File: src/sv/dfe_pkg.sv
// dimmer fade engine package: field widths, command and register codes, constants
// no dependencies; imported by the interfaces, the top level and the checker
`default_nettype none

package dfe_pkg;

   localparam int TICK_COUNT_WIDTH = 16;

   localparam int LEVEL_W    = 8;
   localparam int CMD_W      = 3;
   localparam int PCT_W      = 7;
   localparam int CSR_IDX_W  = 2;
   localparam int CSR_DATA_W = 16;

   // serial divider for the fade step: numerator shift register and iteration counter
   localparam int DIV_NUM_W      = 16;
   localparam int DIV_BYTE_STEPS = LEVEL_W;
   localparam int DIV_CNT_W      = $clog2(DIV_BYTE_STEPS + 1);

   // x / 100 as (x * 5243) >> 19, exact for x below 43690
   localparam int PCT_RECIP       = 5243;
   localparam int PCT_RECIP_SHIFT = 19;
   // (t * 100 + 127) / 255 with 1/255 as 32897 >> 23, exact for numerators below 66052
   localparam int RPT_SCALE       = 100;
   localparam int RPT_ROUND       = 127;
   localparam int RPT_RECIP       = 32897;
   localparam int RPT_RECIP_SHIFT = 23;
   localparam int RPT_MUL         = RPT_SCALE * RPT_RECIP;
   localparam int RPT_ADD         = RPT_ROUND * RPT_RECIP;

   typedef logic [LEVEL_W-1:0]          level_type;
   typedef logic [PCT_W-1:0]            percent_type;
   typedef logic [TICK_COUNT_WIDTH-1:0] ticks_type;
   typedef logic [DIV_NUM_W-1:0]        div_num_type;
   typedef logic [DIV_CNT_W-1:0]        div_cnt_type;

   typedef enum logic [CMD_W-1:0] {
      CMD_TICK        = 3'd0,
      CMD_ON          = 3'd1,
      CMD_OFF         = 3'd2,
      CMD_TOGGLE      = 3'd3,
      CMD_CYCLE_START = 3'd4,
      CMD_CYCLE_STOP  = 3'd5,
      CMD_SET_PERCENT = 3'd6
   } cmd_type;

   typedef enum logic [CSR_IDX_W-1:0] {
      CSR_ON_LEVEL_DEFAULT = 2'd0,
      CSR_ON_FADE_TICKS    = 2'd1,
      CSR_OFF_FADE_TICKS   = 2'd2,
      CSR_CYCLE_FADE_TICKS = 2'd3
   } csr_index_type;

   localparam level_type   LEVEL_FULL   = 8'd255;
   localparam level_type   LEVEL_OFF    = 8'd0;
   localparam percent_type PERCENT_FULL = 7'd100;

   // reset values of the configuration registers
   localparam level_type RST_ON_LEVEL_DEFAULT = 8'd255;
   localparam ticks_type RST_ON_FADE_TICKS    = TICK_COUNT_WIDTH'(0);
   localparam ticks_type RST_OFF_FADE_TICKS   = TICK_COUNT_WIDTH'(0);
   localparam ticks_type RST_CYCLE_FADE_TICKS = TICK_COUNT_WIDTH'(100);

endpackage

`default_nettype wire

File: src/sv/dfe_ifs.sv
// valid/ready channel interfaces of the dimmer fade engine: request, response, csr write
// depends on dfe_pkg
`default_nettype none

interface dfe_req_if;
   import dfe_pkg::*;
   logic        valid;
   logic        ready;
   logic [CMD_W-1:0] cmd;
   percent_type percent;
   modport source (output valid, output cmd, output percent, input ready);
   modport sink   (input valid, input cmd, input percent, output ready);
endinterface

interface dfe_rsp_if;
   import dfe_pkg::*;
   logic        valid;
   logic        ready;
   level_type   level;
   logic        fading;
   logic        report_valid;
   percent_type report_percent;
   modport source (output valid, output level, output fading, output report_valid,
                   output report_percent, input ready);
   modport sink   (input valid, input level, input fading, input report_valid,
                   input report_percent, output ready);
endinterface

interface dfe_csr_if;
   import dfe_pkg::*;
   logic                  valid;
   logic                  ready;
   logic [CSR_IDX_W-1:0]  index;
   logic [CSR_DATA_W-1:0] data;
   modport source (output valid, output index, output data, input ready);
   modport sink   (input valid, input index, input data, output ready);
endinterface

`default_nettype wire

File: src/sv/dimmer_fade_engine.sv
// dimmer fade engine top level: one 8-bit dimmer channel, commands and fade ticks
// depends on dfe_pkg and the channel interfaces in dfe_ifs.sv
//
//   channel  dir  transaction                          width
//   req      in   cmd, percent                         3 + 7
//   rsp      out  level, fading, report_valid,         8 + 1 + 1 + 7
//                 report_percent
//   csr      in   index, data (register write)         2 + 16
//
// one transaction at a time: req.ready is low from accept until the response is taken
// states after the accepting idle one: tick, unused code and stop cycling while not
//   cycling go to output; stop cycling via report; jumps via switch and report, set percent
//   first via percent; a fade start runs the serial divider for the step, one quotient bit
//   a cycle, in fade and step before report, and only cycling start skips switch
// a stalled response holds in the output stage and blocks the next request
// reset is synchronous; csr writes are always taken, one per cycle
`default_nettype none

module dimmer_fade_engine (
   input  wire logic  clock,
   input  wire logic  reset,
   dfe_req_if.sink    req,
   dfe_rsp_if.source  rsp,
   dfe_csr_if.sink    csr
);
   import dfe_pkg::*;

   typedef enum logic [2:0] {
      S_IDLE,    // waiting for a request
      S_PCT,     // percent to level conversion
      S_SWITCH,  // on or off: jump or start a fade
      S_FADE,    // set up the step divide
      S_STEP,    // step size divide
      S_RPT,     // report percent
      S_OUT      // response held until taken
   } state_type;

   state_type   state_ff, state_in;

   // configuration registers
   level_type   on_def_ff, on_def_in;
   ticks_type   on_ticks_ff, on_ticks_in;
   ticks_type   off_ticks_ff, off_ticks_in;
   ticks_type   cyc_ticks_ff, cyc_ticks_in;

   // channel state
   level_type   level_ff, level_in;
   level_type   on_target_ff, on_target_in;
   logic        fade_ff, fade_in;
   logic        cyc_ff, cyc_in;
   level_type   step_mag_ff, step_mag_in;
   logic        step_neg_ff, step_neg_in;
   ticks_type   ticks_left_ff, ticks_left_in;
   ticks_type   sweep_ff, sweep_in;
   level_type   end_ff, end_in;

   // per transaction
   level_type   tgt_ff, tgt_in;       // target level of the command
   logic        is_on_ff, is_on_in;
   logic        periodic_ff, periodic_in;
   ticks_type   cnt_ff, cnt_in;       // fade length in ticks
   logic        rpt_ff, rpt_in;
   percent_type rpt_pct_ff, rpt_pct_in;

   // shared serial divider
   div_num_type div_num_ff, div_num_in;   // numerator in, quotient out
   ticks_type   div_rem_ff, div_rem_in;
   ticks_type   div_dvs_ff, div_dvs_in;
   div_cnt_type div_cnt_ff, div_cnt_in;

   // divider iteration
   logic [TICK_COUNT_WIDTH:0] div_shift;
   logic [TICK_COUNT_WIDTH:0] div_diff;
   logic                      div_ge;
   logic                      div_done;
   level_type                 div_q;

   // tick arithmetic
   logic [LEVEL_W:0] up_sum;
   logic [LEVEL_W:0] dn_bound;
   level_type        dn_val;
   logic             tick_hit;
   logic             tick_last;

   // command decode
   cmd_type          cmd;
   percent_type      pct_sat;
   div_num_type      pct_num;
   logic             fade_up;

   // constant divides by reciprocal multiply
   logic [31:0]      pct_prod;
   level_type        pct_q;
   logic [31:0]      rpt_prod;
   percent_type      rpt_q;

   assign cmd      = cmd_type'(req.cmd);
   assign pct_sat  = (req.percent > PERCENT_FULL) ? PERCENT_FULL : req.percent;
   // p * 255 as (p << 8) - p
   assign pct_num  = {1'b0, pct_sat, 8'h00} - DIV_NUM_W'(pct_sat);
   assign fade_up  = is_on_ff && (tgt_ff > level_ff);

   // level = p * 255 / 100, p * 255 held in the divider numerator register
   assign pct_prod = 32'(div_num_ff) * 32'(PCT_RECIP);
   assign pct_q    = pct_prod[PCT_RECIP_SHIFT +: LEVEL_W];
   // percent = (target * 100 + 127) / 255, folded into one multiply-add
   assign rpt_prod = 32'(tgt_ff) * 32'(RPT_MUL) + 32'(RPT_ADD);
   assign rpt_q    = rpt_prod[RPT_RECIP_SHIFT +: PCT_W];

   assign div_shift = {div_rem_ff, div_num_ff[DIV_NUM_W-1]};
   assign div_diff  = div_shift - {1'b0, div_dvs_ff};
   assign div_ge    = div_shift >= {1'b0, div_dvs_ff};
   assign div_done  = (div_cnt_ff == '0);
   assign div_q     = div_num_ff[LEVEL_W-1:0];

   // one tick: add or subtract the step and clamp at the end level
   assign up_sum    = {1'b0, level_ff} + {1'b0, step_mag_ff};
   assign dn_bound  = {1'b0, end_ff} + {1'b0, step_mag_ff};
   assign dn_val    = level_ff - step_mag_ff;
   assign tick_hit  = step_neg_ff ? ({1'b0, level_ff} <= dn_bound)
                                  : (up_sum >= {1'b0, end_ff});
   assign tick_last = tick_hit || (ticks_left_ff == '0);

   assign req.ready = (state_ff == S_IDLE);
   assign csr.ready = 1'b1;

   assign rsp.valid          = (state_ff == S_OUT);
   assign rsp.level          = level_ff;
   assign rsp.fading         = fade_ff;
   assign rsp.report_valid   = rpt_ff;
   assign rsp.report_percent = rpt_pct_ff;

   always_comb begin
      state_in      = state_ff;
      on_def_in     = on_def_ff;
      on_ticks_in   = on_ticks_ff;
      off_ticks_in  = off_ticks_ff;
      cyc_ticks_in  = cyc_ticks_ff;
      level_in      = level_ff;
      on_target_in  = on_target_ff;
      fade_in       = fade_ff;
      cyc_in        = cyc_ff;
      step_mag_in   = step_mag_ff;
      step_neg_in   = step_neg_ff;
      ticks_left_in = ticks_left_ff;
      sweep_in      = sweep_ff;
      end_in        = end_ff;
      tgt_in        = tgt_ff;
      is_on_in      = is_on_ff;
      periodic_in   = periodic_ff;
      cnt_in        = cnt_ff;
      rpt_in        = rpt_ff;
      rpt_pct_in    = rpt_pct_ff;
      div_num_in    = div_num_ff;
      div_rem_in    = div_rem_ff;
      div_dvs_in    = div_dvs_ff;
      div_cnt_in    = div_cnt_ff;

      // csr writes; the user must issue them only while idle, the block does not enforce it
      if (csr.valid) begin
         unique case (csr_index_type'(csr.index))
            CSR_ON_LEVEL_DEFAULT: on_def_in    = csr.data[LEVEL_W-1:0];
            CSR_ON_FADE_TICKS:    on_ticks_in  = TICK_COUNT_WIDTH'(csr.data);
            CSR_OFF_FADE_TICKS:   off_ticks_in = TICK_COUNT_WIDTH'(csr.data);
            CSR_CYCLE_FADE_TICKS: cyc_ticks_in = TICK_COUNT_WIDTH'(csr.data);
         endcase
      end

      // divider step, one quotient bit shifted in per cycle
      if (!div_done) begin
         div_rem_in = div_ge ? div_diff[TICK_COUNT_WIDTH-1:0]
                             : div_shift[TICK_COUNT_WIDTH-1:0];
         div_num_in = {div_num_ff[DIV_NUM_W-2:0], div_ge};
         div_cnt_in = div_cnt_ff - 1'b1;
      end

      unique case (state_ff)
         S_IDLE: begin
            if (req.valid) begin
               rpt_in      = 1'b1;
               periodic_in = 1'b0;
               case (cmd)
                  CMD_TICK: begin
                     rpt_in     = 1'b0;
                     rpt_pct_in = '0;
                     state_in   = S_OUT;
                     if (fade_ff) begin
                        if (tick_last) begin
                           level_in = end_ff;
                           if (cyc_ff) begin
                              // reverse the sweep
                              ticks_left_in = sweep_ff;
                              step_neg_in   = !step_neg_ff;
                              end_in        = step_neg_ff ? LEVEL_FULL : LEVEL_OFF;
                           end else begin
                              ticks_left_in = '0;
                              fade_in       = 1'b0;
                           end
                        end else begin
                           level_in      = step_neg_ff ? dn_val : up_sum[LEVEL_W-1:0];
                           ticks_left_in = ticks_left_ff - 1'b1;
                        end
                     end
                  end
                  CMD_ON: begin
                     is_on_in = 1'b1;
                     tgt_in   = on_target_ff;
                     state_in = S_SWITCH;
                  end
                  CMD_OFF: begin
                     is_on_in = 1'b0;
                     tgt_in   = LEVEL_OFF;
                     state_in = S_SWITCH;
                  end
                  CMD_TOGGLE: begin
                     state_in = S_SWITCH;
                     if (level_ff != LEVEL_OFF) begin
                        // a downward fade in progress toggles back on
                        is_on_in = fade_ff && step_neg_ff;
                        tgt_in   = (fade_ff && step_neg_ff) ? on_target_ff : LEVEL_OFF;
                     end else begin
                        is_on_in = 1'b1;
                        if (on_target_ff == LEVEL_OFF) begin
                           on_target_in = on_def_ff;
                           tgt_in       = on_def_ff;
                        end else begin
                           tgt_in = on_target_ff;
                        end
                     end
                  end
                  CMD_CYCLE_START: begin
                     on_target_in = on_def_ff;
                     tgt_in       = on_def_ff;
                     is_on_in     = 1'b1;
                     periodic_in  = 1'b1;
                     cnt_in       = (cyc_ticks_ff == '0) ? TICK_COUNT_WIDTH'(1) : cyc_ticks_ff;
                     state_in     = S_FADE;
                  end
                  CMD_CYCLE_STOP: begin
                     if (cyc_ff) begin
                        fade_in      = 1'b0;
                        cyc_in       = 1'b0;
                        on_target_in = level_ff;
                        tgt_in       = level_ff;
                        state_in     = S_RPT;
                     end else begin
                        rpt_in     = 1'b0;
                        rpt_pct_in = '0;
                        state_in   = S_OUT;
                     end
                  end
                  CMD_SET_PERCENT: begin
                     div_num_in = pct_num;
                     state_in   = S_PCT;
                  end
                  default: begin
                     // unused code: no change, no report
                     rpt_in     = 1'b0;
                     rpt_pct_in = '0;
                     state_in   = S_OUT;
                  end
               endcase
            end
         end
         S_PCT: begin
            state_in = S_SWITCH;
            if (pct_q != LEVEL_OFF) begin
               on_target_in = pct_q;
               tgt_in       = pct_q;
               is_on_in     = 1'b1;
            end else begin
               tgt_in   = LEVEL_OFF;
               is_on_in = 1'b0;
            end
         end
         S_SWITCH: begin
            if (is_on_ff && (on_ticks_ff != '0)) begin
               cnt_in   = on_ticks_ff;
               state_in = S_FADE;
            end else if (!is_on_ff && (off_ticks_ff != '0)) begin
               cnt_in   = off_ticks_ff;
               state_in = S_FADE;
            end else begin
               // immediate jump, a running fade keeps running
               level_in = tgt_ff;
               state_in = S_RPT;
            end
         end
         S_FADE: begin
            // numerator sits in the top byte so 8 iterations give the quotient
            div_num_in  = {(fade_up ? tgt_ff : level_ff), 8'h00};
            div_dvs_in  = cnt_ff;
            div_rem_in  = '0;
            div_cnt_in  = DIV_CNT_W'(DIV_BYTE_STEPS);
            step_neg_in = !fade_up;
            end_in      = is_on_ff ? tgt_ff : LEVEL_OFF;
            state_in    = S_STEP;
         end
         S_STEP: begin
            if (div_done) begin
               step_mag_in   = (div_q == '0) ? LEVEL_W'(1) : div_q;
               fade_in       = 1'b1;
               cyc_in        = periodic_ff;
               ticks_left_in = cnt_ff;
               sweep_in      = cnt_ff;
               state_in      = S_RPT;
            end
         end
         S_RPT: begin
            rpt_pct_in = rpt_q;
            state_in   = S_OUT;
         end
         S_OUT: begin
            if (rsp.ready) begin
               state_in = S_IDLE;
            end
         end
      endcase
   end

   always_ff @(posedge clock) begin
      if (reset) begin
         state_ff      <= S_IDLE;
         on_def_ff     <= RST_ON_LEVEL_DEFAULT;
         on_ticks_ff   <= RST_ON_FADE_TICKS;
         off_ticks_ff  <= RST_OFF_FADE_TICKS;
         cyc_ticks_ff  <= RST_CYCLE_FADE_TICKS;
         level_ff      <= LEVEL_OFF;
         on_target_ff  <= LEVEL_FULL;
         fade_ff       <= 1'b0;
         cyc_ff        <= 1'b0;
         step_mag_ff   <= '0;
         step_neg_ff   <= 1'b0;
         ticks_left_ff <= '0;
         sweep_ff      <= '0;
         end_ff        <= LEVEL_OFF;
         div_cnt_ff    <= '0;
         rpt_ff        <= 1'b0;
         rpt_pct_ff    <= '0;
      end else begin
         state_ff      <= state_in;
         on_def_ff     <= on_def_in;
         on_ticks_ff   <= on_ticks_in;
         off_ticks_ff  <= off_ticks_in;
         cyc_ticks_ff  <= cyc_ticks_in;
         level_ff      <= level_in;
         on_target_ff  <= on_target_in;
         fade_ff       <= fade_in;
         cyc_ff        <= cyc_in;
         step_mag_ff   <= step_mag_in;
         step_neg_ff   <= step_neg_in;
         ticks_left_ff <= ticks_left_in;
         sweep_ff      <= sweep_in;
         end_ff        <= end_in;
         div_cnt_ff    <= div_cnt_in;
         rpt_ff        <= rpt_in;
         rpt_pct_ff    <= rpt_pct_in;
      end
      tgt_ff      <= tgt_in;
      is_on_ff    <= is_on_in;
      periodic_ff <= periodic_in;
      cnt_ff      <= cnt_in;
      div_num_ff  <= div_num_in;
      div_rem_ff  <= div_rem_in;
      div_dvs_ff  <= div_dvs_in;
   end

endmodule

`default_nettype wire

File: src/flat_wrapper.sv
// flat-port wrapper written by rule: the top's interface ports become plain ports
module dimmer_fade_engine_flat import dfe_pkg::*;
  (clock, reset, req_valid, req_cmd, req_percent, req_ready, rsp_valid, rsp_level, rsp_fading, rsp_report_valid, rsp_report_percent, rsp_ready, csr_valid, csr_index, csr_data, csr_ready);
  dfe_req_if req_i ();
  dfe_rsp_if rsp_i ();
  dfe_csr_if csr_i ();
  input  wire logic clock;
  input  wire logic reset;
  input wire logic [$bits(req_i.valid)-1:0] req_valid;
  input wire logic [$bits(req_i.cmd)-1:0] req_cmd;
  input wire logic [$bits(req_i.percent)-1:0] req_percent;
  output wire logic [$bits(req_i.ready)-1:0] req_ready;
  output wire logic [$bits(rsp_i.valid)-1:0] rsp_valid;
  output wire logic [$bits(rsp_i.level)-1:0] rsp_level;
  output wire logic [$bits(rsp_i.fading)-1:0] rsp_fading;
  output wire logic [$bits(rsp_i.report_valid)-1:0] rsp_report_valid;
  output wire logic [$bits(rsp_i.report_percent)-1:0] rsp_report_percent;
  input wire logic [$bits(rsp_i.ready)-1:0] rsp_ready;
  input wire logic [$bits(csr_i.valid)-1:0] csr_valid;
  input wire logic [$bits(csr_i.index)-1:0] csr_index;
  input wire logic [$bits(csr_i.data)-1:0] csr_data;
  output wire logic [$bits(csr_i.ready)-1:0] csr_ready;
  assign req_i.valid = req_valid;
  assign req_i.cmd = req_cmd;
  assign req_i.percent = req_percent;
  assign req_ready = req_i.ready;
  assign rsp_valid = rsp_i.valid;
  assign rsp_level = rsp_i.level;
  assign rsp_fading = rsp_i.fading;
  assign rsp_report_valid = rsp_i.report_valid;
  assign rsp_report_percent = rsp_i.report_percent;
  assign rsp_i.ready = rsp_ready;
  assign csr_i.valid = csr_valid;
  assign csr_i.index = csr_index;
  assign csr_i.data = csr_data;
  assign csr_ready = csr_i.ready;
  dimmer_fade_engine u_core (.clock(clock), .reset(reset), .req(req_i), .rsp(rsp_i), .csr(csr_i));
endmodule
File: config.mk
export PLATFORM = sky130hd
export DESIGN_NAME = dimmer_fade_engine_flat
export DESIGN_NICKNAME = d
export VERILOG_FILES = /design/src/sv/dfe_pkg.sv /design/src/sv/dfe_ifs.sv /design/src/sv/dimmer_fade_engine.sv /design/src/flat_wrapper.sv
export SDC_FILE = /design/constraint.sdc
export NUM_CORES = 1
export LEC_CHECK = 0
export BUFFER_PORTS_ARGS = -buffer_cell sky130_fd_sc_hd__buf_2
export CORE_MARGIN = 2
export CORE_UTILIZATION = 40
export DETAILED_ROUTE_END_ITERATION = 7
export SLEW_MARGIN = 20
export SYNTH_ARGS = -nofsm -noshare
export SYNTH_HDL_FRONTEND = slang
export SYNTH_SLANG_ARGS = --single-unit
export TNS_END_PERCENT = 20
File: constraint.sdc
create_clock -name clock -period 5.1 [get_ports clock]
set_input_delay 0.255 -clock clock [delete_from_list [all_inputs] [get_ports clock]]
set_output_delay 0.255 -clock clock [all_outputs]
set_load 0.02 [all_outputs]
# == Yosys cells after proc, flatten, opt, wreduce, memory -nomap -nowiden ==
# Index checks and enable logic that the tools add are counted.
# totals
register_bits,212
inputBits,33
out_inout_bits,20
elab_cells,213
# op_classes
order_cmp,5
n_eq_ne,37
n_addsub,8
multipliers,2
n_mux,90
reduce_logical,46
# ops
op,count
16-bit two-way mux,15
8-bit two-way mux,25
16-bit one-hot mux with 2 select lines,3
8-bit one-hot mux with 2 select lines,4
8-bit one-hot mux with 5 select lines,1
16-bit logical NOT,2
16-bit nonzero test,2
"30-bit by 22-bit adder with 30-bit output, second input constant",1
"8-bit by 20-bit multiplier with 28-bit output, second input constant",1
7-bit one-hot mux with 2 select lines,2
"16-bit by 13-bit multiplier with 27-bit output, second input constant",1
8-bit one-hot mux with 3 select lines,1
7-bit two-way mux,3
3-bit one-hot mux with 7 select lines,1
1-bit two-way mux,19
8-bit by 8-bit adder with 9-bit output,2
"3-bit equality test, second input constant",6
"2-bit by 1-bit inequality test with 1-bit output, second input constant",9
6-bit AND reduction,3
17-bit by 16-bit >= comparator with 1-bit output,1
8-bit logical NOT,2
4-bit AND reduction,4
8-bit nonzero test,2
15-bit by 7-bit subtractor with 16-bit output,1
38 further kinds,77

# == Longest topological paths before layout ==
# Gate-level depths: netlist of run 1.
# depth
depth_word,9
depth_mapped,21
mapped_depth_nobuf,20

# == Least setup slack after synthesis of run 1 ==
# Ideal clock, no wire load.
# synth_path
path_kind,reg-to-reg
startpoint,register u_core.div_num_ff[12]
endpoint,register u_core.on_target_ff[0]
setup_time_ns,0.120
arrival_ns,5.351
path_stages_with_launch,21
path_buffers,0
path_slack_ns,-0.371
required_time_ns,4.980
synth_period_minus_slack_ns,5.471
path_cell_list,dfxtp_1 fa_1 ha_1 inv_1 fa_1 inv_1 fa_1 inv_1 fa_1 inv_1 ha_1 a21oi_1 o221ai_1 a221oi_1 o211ai_1 a31o_2 mux2_2 nand4_1 o31ai_2 a211oi_1 a211o_1
# synth_via
elab_chain_len,4
elab_cells_between_ends,6
classes_between,mul: 1; eq/ne: 1; mux: 2; reduce/logical: 2
# synth_rtl
element,line,text
from (decl),dimmer_fade_engine.sv:66,"div_num_type div_num_ff, div_num_in;"
from (signal assigned),dimmer_fade_engine.sv:363,div_num_ff <= div_num_in;
16-bit by 13-bit multiplier with 27-bit output *,dimmer_fade_engine.sv:104,assign pct_prod = 32'(div_num_ff) * 32'(PCT_RECIP);
8-bit nonzero test,dimmer_fade_engine.sv:267,if (pct_q != LEVEL_OFF) begin
2-bit by 1-bit inequality test with 1-bit output (no line),--,
6-bit AND reduction (no line),--,
to (signal assigned),dimmer_fade_engine.sv:347,on_target_ff <= on_target_in;
to (decl),dimmer_fade_engine.sv:48,"level_type on_target_ff, on_target_in;"
# Mark *: on every way between the ends. The rest lies on a longest branch, timed or not. The select of a mux whose other input is x is not followed.
# A chain may end at the register's enable or synchronous reset.

# == Worst setup path in the final report of run 1 ==
# layout_path
startpoint,register u_core.div_num_ff[5]
endpoint,register u_core.is_on_ff (data pin)
# layout_via
elab_chain_len,4
# layout_rtl
element,line,text
16-bit by 13-bit multiplier with 27-bit output,dimmer_fade_engine.sv:104,
8-bit nonzero test,dimmer_fade_engine.sv:267,
1-bit two-way mux,dimmer_fade_engine.sv:267,
1-bit one-hot mux with 2 select lines,dimmer_fade_engine.sv:177,unique case (state_ff)
net u_core.is_on_in,dimmer_fade_engine.sv:59,"logic is_on_ff, is_on_in;"
to (signal assigned),dimmer_fade_engine.sv:360,is_on_ff <= is_on_in;
to (decl),dimmer_fade_engine.sv:59,
# The timed path passes the listed nets, and every way through them passes these cells.

==> results.py, run 1 <==
metrics = {
    "floorplanning": {
        "num_rows": 78,
        "start_util_pct": 40.4,
        "core_um2": 45200,
        "dieArea_um2": 47400,
        "die_x_um": 218,
        "ios": 53,
        "die_h_um": 218,
    },
    "routing": {
        "dr.pass1.iters": 6,
        "drcViolationCount": 0,
        "wl_per_cell_um": 17.6,
        "routed_wl_um": 51500,
        "via_per_inst": 5.52,
        "routed-via-count": 16189,
        "drt_iter0_drc": 1130,
        "ant_nets": 0,
    },
    "grt": {
        "grt_pass1_vias": 15718,
        "grt_max_degree": 55,
        "antenna_found_initial": 1,
        "grt.overflow.total": 0,
        "grt_pass1_wl_um": 83100,
        "track_usage_pct": 21.7,
    },
    "timing": {
        "min_period_ps": 5330,
        "setup_ws_ps": -233,
        "period_share_pct": 105,
        "hold_viol": 0,
        "skew_ps": 23.9,
        "relSlewSlack_pct": 25.2,
        "fmax_mhz": 188,
        "rsz0062_at_grt": "true",
        "tightest_slew_ps": 1120,
        "slew_violations": 0,
        "finalSetupViolCount": 9,
    },
    "status": {
        "violations": "negative setup slack",
        "outcome": "finished, violations left",
    },
    "synthesis": {
        "yosysUniqueCellTypes": 80,
        "ys_ff_latch": 212,
        "ys_seq_area_share_pct": 25.5,
        "synth_area_um2": 18300,
        "synth_nets": 2515,
        "async_reset_ff_share_pct": 0,
        "synth_edf_count": 42,
        "ys.flop_type": "dfxtp_1",
        "syn_avg_cell_area_um2": 8.48,
        "ys_warn_count": 0,
        "netlist_instances": 2156,
    },
    "cells_and_area": {
        "final_common_cell": "nand2_1",
        "diodes": 0,
        "final_cell_mix": "nand2_1, inv_1, ha_1, a21oi_1, dfxtp_1",
        "layout-drive-gt1-share_pct": 15.0,
        "syn2layout_area_growth_pct": 18.6,
        "multi_input_area_um2": 12900,
        "layout.nets": 2670,
        "seqCellArea_um2": 4690,
        "fillers": 4322,
        "utilization_pct": 48.0,
    },
    "clock_tree": {
        "cts_tree": "yes",
        "cts_root_buf": "clkbuf_16",
        "clkLatencyLatePin_ps": 570,
        "cts_max_path_buffers": 3,
        "htreeDepth": 1,
        "cts_buffers": 26,
        "clkTransAtPathRegs_ps": 70,
        "clock-sinks": 212,
    },
    "worst_setup_path": {
        "crit_type": "register to register",
        "cp-start-kind": "register",
        "max_stage_delay_ps": 540,
        "crit_fanout": 5,
        "cp_common_cell": "buf_4",
        "r2r_cells": 21,
        "cp.arrival_ps": 5610,
        "regToRegEndpoint": "u_core.is_on_ff",
        "crit_slowest_cell": "fa_1",
        "r2r_start": "u_core.div_num_ff[5]",
        "crit_chain": "buf_4 > ha_1 > buf_4 > fa_1 > fa_1 > ha_4 > fa_1 > ha_1 > nor3_2 > buf_4 > nor2_1 > o211ai_1 > buf_4 > nand3b_1 > a221oi_2 > xor2_1 > nand4_1 > buf_4 > buf_4 > nor3_4 > a21oi_1",
        "worstPathRequired_ps": 5380,
        "r2r_setup_slack_ps": -230,
        "cp-end-kind": "register",
    },
    "place": {
        "place.gp.congestion": 0.950,
        "hpwl_um": 40000,
        "io_buffers": 51,
    },
    "min_path": {
        "whs_path_depth": 3,
        "min_path_type": "input pin to register",
        "min_to": "u_core.state_ff[2]",
        "min_from": "req_valid",
    },
    "flow_run": {
        "cap_viol_max_count": 0,
    },
}
how the worst max path moves through the flow:
stage | from | endpoint | slack [ps] | cells after the start
after global routing | u_core.div_num_ff[1] | u_core.on_target_ff[7] | -390 | 21
after CTS | u_core.div_num_ff[13] | u_core.on_target_ff[4] | -210 | 18
after detailed placement | u_core.div_num_ff[9] | u_core.on_target_ff[2] | -430 | 18
final | u_core.div_num_ff[5] | u_core.is_on_ff | -230 | 21
after floorplan | u_core.div_num_ff[9] | u_core.on_target_ff[0] | 10 | 18
after global placement | u_core.div_num_ff[4] | u_core.on_target_ff[2] | -300 | 20
metal layers:
metal  routed length, um  vias to the layer above  global-route usage, %
li1                    -                     7918                      -
met1               23700                     7711                   30.1
met2               23300                      473                   35.2
met3                3170                       85                   3.33
met4                1200                        2                   5.42
met5                   7                        -                      0
repair_timing:
| action | in CTS | in global routing |
|---|---|---|
| pin swaps | 56 | 20 |
| cloned | 1 | 0 |
| buffers inserted | 11 | 8 |
| hold buffers | 16 | 0 |
| endpoints found under the hold margin | 55 | 0 |
| setup endpoints to repair | 11 | 20 |
| resized for setup | 50 | 19 |
flip-flops by register name, indices dropped and copies added (netlist names), 8 cells and up:
| register | count |
|---|---|
| u_core.div_rem_ff | 16 |
| u_core.div_num_ff | 16 |
| u_core.step_mag_ff | 8 |
| u_core.end_ff | 8 |
| u_core.on_def_ff | 8 |
| u_core.rsp.level | 8 |
| u_core.on_ticks_ff | 16 |
| u_core.cyc_ticks_ff | 16 |
| u_core.off_ticks_ff | 16 |
| u_core.tgt_ff | 8 |
| u_core.on_target_ff | 8 |
| u_core.div_dvs_ff | 16 |
| u_core.sweep_ff | 16 |
| u_core.ticks_left_ff | 16 |
| u_core.cnt_ff | 16 |
layout make-up:
class | count | area share [%]
repair buffers | 215 | 7.25
flip-flops and latches | 212 | 21.7
well taps | 600 | 3.46
clock inverters | 18 | 1.02
multi-input cells | 1623 | 59.4
clock buffers | 30 | 3.22
inverters | 233 | 4.04
worst max-delay path, delay by kind of cell, from the launching register on:
family	cells	cell delay, ps
buffers and inverters	6	960
DFF	1	330
xor gates and xnor gates	1	220
adders and majority gates	6	2250
AOI/OAI and AO/OA	3	540
and+or+nand+nor	5	750
logic make-up after synthesis:
kind of cell	after synthesis	share of synthesized area (%)
buf+inv	321	6.68
xor+xnor	71	3.40
simple gates	614	15.6
mux	51	2.82
flops	212	25.5
compound gates	560	19.6
other cells	1	0.0205
fa+ha+maj	326	26.3
cell usage after synthesis, types with 33 or more instances:
master	n	area, um2
a211oi_1	39	293
a21oi_1	183	916
clkbuf_1	78	293
dfxtp_1	170	3400
edfxtp_1	42	1260
fa_1	98	1960
ha_1	228	2850
inv_1	232	871
mux2i_1	47	470
nand2_1	268	1010
nand3_1	33	165
nor2_1	118	443
nor3_1	48	240
o21ai_0	113	566
xnor2_1	43	377
stage by stage:
step / hold slack [ps] / cells / worst slack, ps / instance area [um2] / TNS, ps
finish: 90.4 / 2931 / -233 / 21700 / -1450
floorplan: 379 / 2156 / 14.4 / 18400 / 0
global placement: 444 / 2848 / -299 / 20000 / -2380
detailed placement: 452 / 2848 / -432 / 20000 / -3620
global route: 88.2 / 2931 / -392 / 21700 / -4320
CTS: 63.7 / 2924 / -214 / 21500 / -1460
Power of run 1 is not shown: default switching activity piles up to over one toggle a cycle in this logic, so the estimate is an artifact.
==> run 2, diff against run 1 <==
PLACE_DENSITY = 0.57   (was not set)
==> run 2 against run 1 <==
The flow still finishes with violations (negative setup slack). Design area up 0.23%. Critical path type unchanged. Largest cell class unchanged. Sequential share of layout area about the same. Routed wire length up 0.54%. Via count down 0.70%. Register-to-register slack better by 30 ps. First-iteration DRC count up 3.0%. Clock skew down 5.3 ps. Global-route usage about the same. Non-clock buffer count up 7. Flip-flop and latch count unchanged. Count of clock-buffer cells in the layout up 4. Critical path depth unchanged.
==> results.py, run 2 (synthesis results as in run 1) <==
metrics = {
    "grt": {
        "grt_pass1_wl_um": 83000,
        "grt_pass1_vias": 15653,
        "antenna_found_initial": 0,
        "track_usage_pct": 21.7,
        "grt_max_degree": 66,
        "grt.overflow.total": 0,
    },
    "place": {
        "hpwl_um": 40000,
        "io_buffers": 51,
        "dp_cells": 2851,
        "place.gp.congestion": 0.897,
        "placed_area_um2": 20000,
    },
    "timing": {
        "finalSetupViolCount": 13,
        "skew_ps": 18.6,
        "fin_hold_ws_ps": 108,
        "relSlewSlack_pct": 32.2,
        "rsz0062_at_grt": "true",
        "tightest_slew_ps": 991,
        "hold_viol": 0,
        "min_period_ps": 5300,
        "setup_ws_ps": -202,
        "fmax_mhz": 189,
        "slew_violations": 0,
        "period_share_pct": 104,
    },
    "routing": {
        "dr_wl_met2_um": 23200,
        "via_per_inst": 5.47,
        "drt_iter0_drc": 1164,
        "routed-via-count": 16075,
        "dr.pass1.iters": 5,
        "routed_wl_um": 51700,
        "drt-met1-wl_um": 24700,
        "drcViolationCount": 0,
        "wl_per_cell_um": 17.6,
        "ant_nets": 0,
        "met3WireLength_um": 2730,
        "highest-signal-layer": "met4",
    },
    "cells_and_area": {
        "final_cell_mix": "nand2_1, inv_1, ha_1, a21oi_1, dfxtp_1",
        "final_common_cell": "nand2_1",
        "fin_cells": 2938,
        "layout-drive-gt1-share_pct": 15.5,
        "stdcell_area_um2": 21700,
        "layout.nets": 2677,
        "syn2layout_area_growth_pct": 18.9,
        "diodes": 0,
    },
    "clock_tree": {
        "cts_tree": "yes",
        "clkTransAtPathRegs_ps": 70,
        "cts_root_buf": "clkbuf_16",
        "htreeDepth": 1,
        "cts_max_path_buffers": 3,
        "cts_buffers": 26,
        "clkLatencyLatePin_ps": 570,
        "clock-sinks": 212,
    },
    "worst_setup_path": {
        "cp-end-kind": "register",
        "crit_slowest_cell": "fa_1",
        "cp_common_cell": "fa_1",
        "cp-start-kind": "register",
        "crit_type": "register to register",
        "cp.arrival_ps": 5750,
        "worstPathRequired_ps": 5550,
        "max_stage_delay_ps": 530,
        "critical-path-top-delay-family": "adder cells",
        "crit_chain": "buf_4 > ha_4 > fa_1 > fa_1 > fa_1 > inv_1 > fa_1 > inv_1 > ha_4 > nand4_1 > o221ai_2 > a221oi_2 > o211ai_1 > a31o_2 > mux2_2 > nand4_1 > o31ai_4 > buf_6 > buf_4 > nor4_4 > a21oi_1",
        "crit_fanout": 7,
        "cp_num_buf_inv": 5,
    },
    "status": {
        "outcome": "finished, violations left",
        "violations": "negative setup slack",
    },
    "flow_run": {
        "cap_viol_max_count": 0,
    },
    "floorplanning": {
        "dieArea_um2": 47400,
        "die_h_um": 218,
        "num_rows": 78,
        "ios": 53,
        "start_util_pct": 40.4,
        "die_x_um": 218,
        "core_um2": 45200,
    },
    "min_path": {
        "min_path_type": "input pin to register",
    },
}
-- run 2: stage by stage --
stage	util (%)	setup WS, ps	setup TNS, ps
finish	48.1	-202	-1840
global route	48.1	-387	-4400
CTS	47.6	-278	-2260
detailed placement	44.4	-493	-4050
global placement	44.3	-348	-2830
floorplan	-	14.4	0
-- run 2: worst register-to-register path, stage by stage, from the launching register on --
cell      delay (ps)
dfxtp_4          390
buf_4            150
ha_4             260
fa_1             430
fa_1             490
fa_1             490
inv_1             50
fa_1             530
inv_1             60
ha_4             260
nand4_1          130
o221ai_2         120
a221oi_2         330
o211ai_1         170
a31o_2           240
mux2_2           280
nand4_1          140
o31ai_4           80
buf_6            160
buf_4            140
nor4_4           240
a21oi_1           60
-- run 2: layout make-up --
class	count	area, um2
clock buffers	34	722
clock inverters	14	140
fillers	4333	23500
inverters	233	875
multi-input cells	1623	12900
flip-flops and latches	212	4700
well taps	600	751
repair buffers	222	1610
-- run 2: worst paths after layout --
check / from / endpoint / slack, ps / cells past startpoint
worst max-delay path: u_core.div_num_ff[12] / u_core.on_target_ff[3] / -200 / 21
worst min-delay path: req_valid / u_core.state_ff[2] / 110 / 3
worst min register to register: u_core.sweep_ff[15] / u_core.sweep_ff[15] / 450 / 2
worst max register to register: u_core.div_num_ff[12] / u_core.on_target_ff[3] / -200 / 21
-- run 2: routing by layer --
metal  global-route usage [%]  vias to the layer above
met5                        0                        -
met4                     4.72                        0
met3                     2.80                       67
met2                     34.9                      398
met1                     31.1                     7673
li1                         -                     7937
-- run 2: repair_timing --
action | 4_1_cts | 5_1_grt
endpoints found under the setup margin | 11 | 21
hold endpoints to repair | 56 | 0
gates resized for setup | 50 | 33
setup buffers | 15 | 8
pin swaps | 52 | 33
hold buffers | 16 | 0
Power of run 2 is left out for the same reason.
